### src/rtl/cjtg_pkg.sv
package cjtg_pkg;

  localparam int AXES = 4;
  localparam int AX_W = 2;
  localparam int QUEUE_DEPTH = 2;

  localparam logic FUNC_START = 1'b0;
  localparam logic FUNC_TICK  = 1'b1;

  localparam logic [1:0] CFG_SPEED_SETTING = 2'd0;
  localparam logic [1:0] CFG_SPEED_RATIO   = 2'd1;
  localparam logic [1:0] CFG_STEPS_PER_SEC = 2'd2;
  localparam logic [1:0] CFG_PULSES_PER_PI = 2'd3;

  localparam logic [7:0]  SPEED_SETTING_RST = 8'd10;
  localparam logic [23:0] SPEED_RATIO_RST   = 24'd65536;
  localparam logic [15:0] STEPS_PER_SEC_RST = 16'd100;
  localparam logic [23:0] PULSES_PER_PI_RST = 24'd500000;

  localparam logic [7:0]  SPEED_MIN = 8'd10;
  localparam logic [7:0]  SPEED_MAX = 8'd200;

  // pi in q.32
  localparam logic [47:0] PI_Q32   = 48'd13493037705;
  localparam logic [47:0] STEP_MAX = 48'hFFFF_FFFF_FFFF;
  localparam logic [47:0] STEP_ONE = 48'd65536;

  // ceil(2^97 / pi_q32), exact floor quotient for any 63-bit numerator
  localparam logic [97:0] PI_RECIP_WIDE =
    ((98'd1 << 97) + 98'(PI_Q32) - 98'd1) / 98'(PI_Q32);
  localparam logic [63:0] PI_RECIP = PI_RECIP_WIDE[63:0];

  localparam logic [6:0] DIV_FULL = 7'd64;
  localparam logic [6:0] DIV_FRAC = 7'd32;

  typedef struct packed {
    logic               func;
    logic signed [31:0] start_angle_0;
    logic signed [31:0] start_angle_1;
    logic signed [31:0] start_angle_2;
    logic signed [31:0] start_angle_3;
    logic signed [31:0] target_angle_0;
    logic signed [31:0] target_angle_1;
    logic signed [31:0] target_angle_2;
    logic signed [31:0] target_angle_3;
  } in_item_t;

  typedef struct packed {
    logic signed [31:0] pulse_step_0;
    logic signed [31:0] pulse_step_1;
    logic signed [31:0] pulse_step_2;
    logic signed [31:0] pulse_step_3;
    logic               last;
  } out_item_t;

  typedef struct packed {
    logic [7:0]  speed_setting;
    logic [23:0] speed_ratio;
    logic [15:0] steps_per_second;
    logic [23:0] pulses_per_pi;
  } cfg_t;

  typedef struct packed {
    logic        start;
    logic [49:0] rem0;
    logic [63:0] num;
    logic [47:0] den;
    logic [6:0]  count;
  } div_req_t;

  typedef struct packed {
    logic        done;
    logic [63:0] quo;
  } div_rsp_t;

  typedef enum logic [4:0] {
    ST_IDLE,
    ST_S_AXMUL,
    ST_S_AXDIV,
    ST_S_AXWAIT,
    ST_S_SPEED,
    ST_S_NMUL,
    ST_S_NDIV,
    ST_S_NWAIT,
    ST_T_FRAC,
    ST_T_FRACW,
    ST_T_U2,
    ST_T_W,
    ST_T_BLEND,
    ST_T_OFF,
    ST_T_ANG,
    ST_T_PMUL,
    ST_T_PDIV,
    ST_T_PWAIT,
    ST_T_EMIT
  } back_state_t;

endpackage

### src/rtl/cjtg_front.sv
module cjtg_front #(
  parameter int QDEPTH = cjtg_pkg::QUEUE_DEPTH
) (
  input  logic               clk,
  input  logic               rst_n,
  input  logic               in_valid,
  output logic               in_stall,
  input  cjtg_pkg::in_item_t in_data,
  output logic               q_valid,
  output cjtg_pkg::in_item_t q_data,
  input  logic               q_pop
);
  import cjtg_pkg::*;

  localparam int PW = (QDEPTH > 1) ? $clog2(QDEPTH) : 1;
  localparam int CW = $clog2(QDEPTH + 1);

  in_item_t        slot_r [QDEPTH];
  logic [PW-1:0]   wr_r, rd_r;
  logic [CW-1:0]   cnt_r;
  logic            push, pop;

  assign in_stall = (cnt_r == CW'(QDEPTH));
  assign q_valid  = (cnt_r != '0);
  assign q_data   = slot_r[rd_r];
  assign push     = in_valid && !in_stall;
  assign pop      = q_pop && q_valid;

  always_ff @(posedge clk) begin
    if (!rst_n) begin
      wr_r  <= '0;
      rd_r  <= '0;
      cnt_r <= '0;
    end else begin
      if (push) wr_r <= (wr_r == PW'(QDEPTH - 1)) ? '0 : wr_r + PW'(1);
      if (pop)  rd_r <= (rd_r == PW'(QDEPTH - 1)) ? '0 : rd_r + PW'(1);
      if (push && !pop)      cnt_r <= cnt_r + CW'(1);
      else if (pop && !push) cnt_r <= cnt_r - CW'(1);
    end
  end

  always_ff @(posedge clk) begin
    if (push) slot_r[wr_r] <= in_data;
  end

endmodule

### config.mk
export PLATFORM = sky130hd
export DESIGN_NAME = cjtg_front
export DESIGN_NICKNAME = d
export VERILOG_FILES = /design/src/rtl/cjtg_pkg.sv /design/src/rtl/cjtg_front.sv
export SDC_FILE = /design/constraint.sdc
export NUM_CORES = 1
export LEC_CHECK = 0
export BUFFER_PORTS_ARGS = -buffer_cell sky130_fd_sc_hd__buf_2
export CELL_PAD_IN_SITES_DETAIL_PLACEMENT = 1
export CELL_PAD_IN_SITES_GLOBAL_PLACEMENT = 1
export CORE_ASPECT_RATIO = 1.1
export CORE_UTILIZATION = 45
export DETAILED_ROUTE_END_ITERATION = 7
export GPL_TIMING_DRIVEN = 0
export PLACE_DENSITY_LB_ADDON = 0.1
export SLEW_MARGIN = 20
export SYNTH_ARGS = -nofsm -noshare
export SYNTH_HDL_FRONTEND = slang
export SYNTH_SLANG_ARGS = --single-unit
### constraint.sdc
create_clock -name clk -period 14.86 [get_ports clk]
set_clock_uncertainty 0.2 [all_clocks]
set_input_delay 2.972 -clock clk [delete_from_list [all_inputs] [get_ports clk]]
set_output_delay 2.972 -clock clk [all_outputs]
set_load 0.01 [all_outputs]
# Word-level counts from Yosys, hierarchy flattened
# Memories as Yosys holds them, arrays and structs flattened. A register that Yosys moved wholly into a read port is not among the register bits.
# Cells that the tools add are included.
# classes
eq_ne	1
addsub	4
n_reduce_logical	9
muxes	8
# op_table
cell	n
$mux W1	6
$logic_and A1 B1 Y1	4
$mux W2	2
$reduce_bool A2 Y1	2
$logic_not A1 Y1	3
$add A1 B1 Y1 const B	2
$add A2 B1 Y2 const B	1
$eq A2 B2 Y1 const B	1
$sub A2 B1 Y2 const B	1
# totals
ff_bits	4
output_inout_bits	259
word_cells	26
mem_bits_rw	514
n_memories	1
# mem_list
name	words	width	read_ports	rd_clocked_by_memory_dff	wr	line_no	rtl
slot_r	2	257	1	1	1	cjtg_front.sv:18	in_item_t slot_r [QDEPTH];

# Longest topological paths before layout
# Gate-level depths: netlist (run 1).
# logic_depth
word_depth	7
mapped_depth	7

# Worst setup path after synthesis (run 1)
# OpenSTA, ideal clock, no wires.
# synth_path
kind	input to register
startpoint	input port in_valid
endpoint	register wr_r
cell_stages	3
n_path_buf	0
t_arrival_ns	13.629
t_required_ns	14.557
path_slack_ns	0.928
setup_time_ns	0.103
path_cell_list	inv_1 > nor3_2 > o21a_1
# synth_via
elab_chain_cells	1
# synth_lines
item	line_no	rtl
start, declared	cjtg_front.sv:6	input logic in_valid,
$logic_and A1 B1 Y1	cjtg_front.sv:26	assign push = in_valid && !in_stall;
end signal, assigned	cjtg_front.sv:35	if (push) wr_r <= (wr_r == PW'(QDEPTH - 1)) ? '0 : wr_r + PW'(1);
end, declared	cjtg_front.sv:19	logic [PW-1:0] wr_r, rd_r;
# No other way between the ends.
# A chain may end at the register's enable or synchronous reset.

==> results of run 1 <==
worst max-delay path, cell delays in order (launching register included):
cell and delay [ns]:
dfxtp_1 0.32, buf_6 0.13, buf_8 0.21, buf_8 0.20, mux2_4 0.31, buf_2 0.16
Yosys cell counts:
library cell  instances  area share
a21boi_0              1     0.00038
nor3_2                1     0.00051
xnor2_1               2     0.00089
nand2b_1              1     0.00032
ha_1                  1     0.00063
nor2_1                1     0.00019
o21ai_1               1     0.00025
xor2_1                1     0.00044
buf_8                11      0.0083
buf_6                15      0.0085
dfxtp_1               5      0.0051
buf_2                 2     0.00051
o21ai_0               1     0.00025
edfxtp_1            514        0.78
and2_1                3     0.00095
or2_2                 1     0.00032
mux2_4              230        0.17
mux2_2               27       0.015
or3_1                 1     0.00032
and3_1                1     0.00032
inv_1                 2     0.00038
a21boi_1              1     0.00038
buf_12                1      0.0010
o21a_1                1     0.00038
routing by layer:
layer	up-vias	wire, um	track usage
met1	4965	16110	0.2133
met5	-	132	0
met2	350	23810	0.3487
met4	18	1511	0.09433
li1	4519	-	-
met3	88	4100	0.07275
logic make-up after synthesis:
kind of cell    synth area share
fa+ha+maj              0.0006321
mux                       0.1898
xor+xnor                0.001328
simple gates            0.002909
compound gates          0.001644
buf+inv                  0.01878
flops                     0.7849
state kept, by name, indices dropped and copies added, names as in the netlist, named ones only:
signal	count
cnt_r	2
rd_r	1
slot_r	514
wr_r	1
report_power, final:
group	internal, uW	total [uW]	leakage, uW	switching [uW]
Combinational	657	1290	0.00427	636
Clock	755	1280	0.000812	524
Sequential	1840	1880	0.00484	46.3
Total	3250	4450	0.00992	1210
final cells by class:
class	instances	share of cell area
Antenna cell	10	0.0009898
Buffer	29	0.01440
Clock buffer	67	0.05454
Clock inverter	28	0.01089
Inverter	2	0.0002969
Multi-Input combinational cell	275	0.1542
Sequential cell	519	0.6145
Tap cell	574	0.02841
Timing Repair Buffer	545	0.1218
through the flow:
step / setup WS [ns] / util / power (uW) / area (um^2)
final: 9.774 / 0.5833 / 4454 / 25280
after global placement: -5.351 / 0.5332 / 3257 / 23110
after global routing: 9.679 / 0.5831 / 4620 / 25270
after CTS: 9.697 / 0.5827 / 4515 / 25260
after floorplan: 0.9278 / - / 2778 / 19790
after detailed placement: 9.177 / 0.5446 / 3225 / 23600
how the worst min path moves through the flow:
stage / cells past startpoint / end / slack (ns) / from
CTS: 2 / cnt_r[1] / 0.35 / cnt_r[1]
floorplan: 2 / cnt_r[1] / 0.28 / cnt_r[1]
global placement: 2 / cnt_r[1] / 0.30 / cnt_r[1]
finish: 2 / cnt_r[1] / 0.34 / cnt_r[1]
detailed placement: 2 / cnt_r[1] / 0.32 / cnt_r[1]
global route: 2 / cnt_r[1] / 0.37 / cnt_r[1]
==> impl_metrics.py, run 1 <==
metrics = {
    "status": {
        "status": "finished, final reports clean",
    },
    "placement": {
        "dp_hpwl_um": 33260,
        "dp_cells": 1944,
        "gp_congestion": 0.7403,
        "portBuffers": 519,
    },
    "clock_tree": {
        "clock-sinks": 519,
        "ctsHtreeMaxLevel": 2,
        "postCtsHoldBufs": 0,
        "postCtsSetupBuffers": 0,
        "cts_tree": "done",
        "numCtsBuffers": 52,
        "path_clk_slew_ns": 0.06,
        "clock_latency_ns": 0.57,
        "cts_root_buf": "clkbuf_16",
        "clk_path_buf_depth": 3,
        "postCtsResizedCells": 0,
    },
    "detailed_routing": {
        "dr_total_vias": 9940,
        "viasPerCell": 4.851,
        "firstDrtPassIters": 4,
        "wl_per_cell_um": 22.28,
        "routed_wl_um": 45660,
        "first_iter_violations": 388,
        "ant_nets": 0,
        "drc": 0,
    },
    "yosys": {
        "postSynthNetCount": 1087,
        "synth_cell_type_count": 24,
        "synth-seq-area-share": 0.7849,
        "yosysWarnings": 0,
        "ys_ff_latch": 519,
        "syn_avg_cell_area_um2": 23.99,
        "synth_cells": 825,
        "synth_area_um2": 19790,
    },
    "floorplan": {
        "die_x_um": 202.0,
        "dieHeight_um": 222.0,
        "core_area_um2": 43340,
        "num_rows": 80,
        "fp.dieArea_um2": 44830,
        "start_util": 0.4567,
        "pin_count": 520,
    },
    "sta": {
        "finalHoldViolCount": 0,
        "hold_slack_ns": 0.3405,
        "finalCritPeriodShare": 0.3423,
        "min_period_ns": 5.086,
        "tightest_slew_ns": 0.8105,
        "timing.fmax_ghz": 0.1966,
        "slew_headroom": 0.4579,
        "drv_slew": 0,
        "rsz0062_at_grt": "no",
        "fin_setup_tns_ns": 0,
        "setup_viol": 0,
    },
    "finish": {
        "multi_input_area_um2": 3897,
        "area.growth.synth_to_final_pct": 27.73,
        "fin_nets": 1686,
        "final_cell_mix": "521 x buf_2, 514 x edfxtp_1, 230 x mux2_4",
        "drive_gt1_frac": 0.6164,
        "layout_commonest_cell": "buf_2",
        "regArea_um2": 15530,
        "fin_cells": 2049,
        "fill_cells": 3951,
    },
    "critical_path": {
        "r2r-end": "slot_r[0][30]",
        "reg2reg_depth": 10,
        "path_class": "reg -> out",
        "required_ns": 11.69,
        "cp-end-kind": "output pin",
        "crit_end": "q_data[165]",
        "reg2reg_setup_slack_ns": 11.71,
        "crit_fanout": 10,
        "cp.arrival_ns": 1.91,
        "timing.critical_path.from_type": "flip-flop",
        "timing.rr.start": "cnt_r[0]",
    },
    "global_route": {
        "grt_max_degree": 49,
        "grt_first_pass_wirelength_um": 65810,
        "grt_pass1_vias": 10640,
        "grt_overflow": 0,
        "antenna_found_initial": 19,
        "track_usage": 0.1997,
    },
    "power_and_ir_drop": {
        "powerDensity_nw_per_um2": 176.2,
        "vdd_drop_max_mv": 0.1046,
        "p_leak_uw": 0.009918,
    },
    "job": {
        "maxCapViolCount": 0,
    },
    "worst_hold_path": {
        "min_path_type": "reg -> reg",
    },
}
(Power assumes the default switching activity.)
==> inputs of run 2 (changes only) <==
--- a/config.mk
+++ b/config.mk
@@ -9,7 +9,7 @@
 export CELL_PAD_IN_SITES_DETAIL_PLACEMENT = 1
 export CELL_PAD_IN_SITES_GLOBAL_PLACEMENT = 1
 export CORE_ASPECT_RATIO = 1.1
-export CORE_UTILIZATION = 45
+export CORE_UTILIZATION = 41
 export DETAILED_ROUTE_END_ITERATION = 7
 export GPL_TIMING_DRIVEN = 0
 export PLACE_DENSITY_LB_ADDON = 0.1
==> constraint.sdc (replaced) <==
create_clock -name clk -period 4.55 [get_ports clk]
set_clock_uncertainty 0.2 [all_clocks]
set_input_delay 0.91 -clock clk [delete_from_list [all_inputs] [get_ports clk]]
set_output_delay 0.91 -clock clk [all_outputs]
set_load 0.01 [all_outputs]
==> impl_metrics.py, run 2 (synthesized netlist as in run 1, its figures left out) <==
metrics = {
    "finish": {
        "area.growth.synth_to_final_pct": 28.00,
        "drive_gt1_frac": 0.6154,
        "fin_cells": 2123,
        "layout_commonest_cell": "buf_2",
        "multi_input_area_um2": 3897,
        "final_cell_mix": "521 x buf_2, 514 x edfxtp_1, 230 x mux2_4",
        "reg_top3": "slot_r x514, cnt_r x2",
        "regArea_um2": 15530,
        "fill_cells": 4487,
        "design_area_um2": 25330,
        "top_register": "slot_r",
        "largest_reg_flops": 514,
        "fin_nets": 1690,
    },
    "critical_path": {
        "crit_family": "buffers and inverters",
        "critPathBufInv": 4,
        "timing.critical_path.from_type": "flip-flop",
        "cp.arrival_ns": 1.96,
        "cp-end-kind": "output pin",
        "critPathMaxStageDelay_ns": 0.33,
        "crit_chain": "buf_6, buf_8, buf_8, mux2_4, buf_2",
        "path_class": "reg -> out",
        "critical_path.slowest_cell": "dfxtp_1",
        "timing.rr.start": "cnt_r[0]",
        "required_ns": 3.44,
        "crit_fanout": 10,
        "reg2reg_depth": 9,
        "cpMostUsedCell": "buf_8",
        "reg2reg_setup_slack_ns": 1.76,
        "crit_cells": 5,
    },
    "detailed_routing": {
        "drc": 0,
        "ant_nets": 0,
        "dr_total_vias": 9917,
        "first_iter_violations": 345,
        "viasPerCell": 4.671,
        "firstDrtPassIters": 4,
        "wl_per_cell_um": 21.54,
        "routed_wl_um": 45740,
    },
    "clock_tree": {
        "ctsHtreeMaxLevel": 2,
        "postCtsSetupBuffers": 0,
        "path_clk_slew_ns": 0.06,
        "clock_latency_ns": 0.58,
        "postCtsResizedCells": 0,
        "numCtsBuffers": 54,
        "cts_tree": "done",
        "postCtsHoldBufs": 0,
        "cts_root_buf": "clkbuf_16",
        "clk_path_buf_depth": 3,
        "clock-sinks": 519,
    },
    "power_and_ir_drop": {
        "power.switching_uw": 3955,
        "sw_frac_of_total": 0.2746,
        "p_int_uw": 10450,
        "power_frac_clock": 0.281,
        "powerDensity_nw_per_um2": 568.5,
        "vdd_drop_max_mv": 0.3783,
        "p_leak_uw": 0.009897,
        "power_frac_seq": 0.426,
        "power_frac_comb": 0.292,
        "total_power_uw": 14400,
    },
    "global_route": {
        "grt_pass1_vias": 10540,
        "grt_overflow": 0,
        "antenna_found_initial": 27,
        "grt_max_degree": 50,
        "grt_first_pass_wirelength_um": 65520,
        "track_usage": 0.1830,
    },
    "placement": {
        "dp_hpwl_um": 33460,
        "place_area_um2": 23700,
        "gp_congestion": 0.7021,
        "place_ws_ns": 1.178,
        "dp_cells": 2017,
        "portBuffers": 519,
    },
    "sta": {
        "hold_slack_ns": 0.3104,
        "setup_viol": 0,
        "finalCritPeriodShare": 0.6741,
        "drv_slew": 0,
        "min_period_ns": 3.067,
        "tightest_slew_ns": 0.6233,
        "slew_headroom": 0.5831,
        "rsz0062_at_grt": "no",
        "fin_ws_ns": 1.483,
        "finalHoldViolCount": 0,
        "timing.fmax_ghz": 0.3260,
    },
    "worst_hold_path": {
        "holdPathStages": 1,
        "min_path_type": "in -> reg",
        "hold_start": "in_data[200]",
    },
    "job": {
        "maxCapViolCount": 0,
    },
    "floorplan": {
        "num_rows": 84,
        "pin_count": 520,
        "core_area_um2": 47720,
        "fp.dieArea_um2": 49160,
        "die_x_um": 211.5,
        "dieHeight_um": 232.4,
        "start_util": 0.4148,
    },
    "status": {
        "status": "finished, final reports clean",
    },
}
==> run 2: cell count changes in the layout (fill, tap and decap cells not counted), moves of 3 or more <==
cell / before / now
clkinv_1: 12 / 18
bufinv_16: 6 / 1
clkbuf_16: 53 / 57
buf_16: 7 / 4
buf_6: 15 / 18
==> run 2: power by group through the flow <==
stage	Clock (uW)	Sequential [uW]	Combinational [uW]
floorplan	0	6320	2630
CTS	4180	6150	4300
finish	4050	6140	4210
detailed placement	0	6240	4280
global placement	0	6420	4050
global route	4340	6190	4490
==> run 2: final cells by class <==
| class | instances | share of cell area |
|---|---|---|
| Inverter | 2 | 0.0007902 |
| Clock buffer | 69 | 0.05808 |
| Timing Repair Buffer | 547 | 0.1212 |
| Clock inverter | 28 | 0.005729 |
| Buffer | 29 | 0.01437 |
| Tap cell | 645 | 0.03185 |
| Multi-Input combinational cell | 275 | 0.1538 |
| Antenna cell | 9 | 0.0008890 |
| Sequential cell | 519 | 0.6132 |
==> run 2: final timing paths <==
check                                       to
worst max-delay path               q_data[154]
worst min-delay path            slot_r[0][200]
worst max register to register   slot_r[0][35]
worst min register to register        cnt_r[1]
==> run 2: metrics by stage <==
step | setup TNS [ns] | utilization
after global routing | 0 | 0.5307
after global placement | -1932.10 | 0.4867
after detailed placement | 0 | 0.4966
final | 0 | 0.5309
after floorplan | -811.32 | -
after CTS | 0 | 0.5305
==> run 2: metal layers <==
layer	up-vias	track usage	wire, um
li1	4529	-	-
met3	114	0.09826	5179
met4	36	0.06476	1302
met2	366	0.3154	23150
met1	4872	0.1869	15860
met5	-	0	240
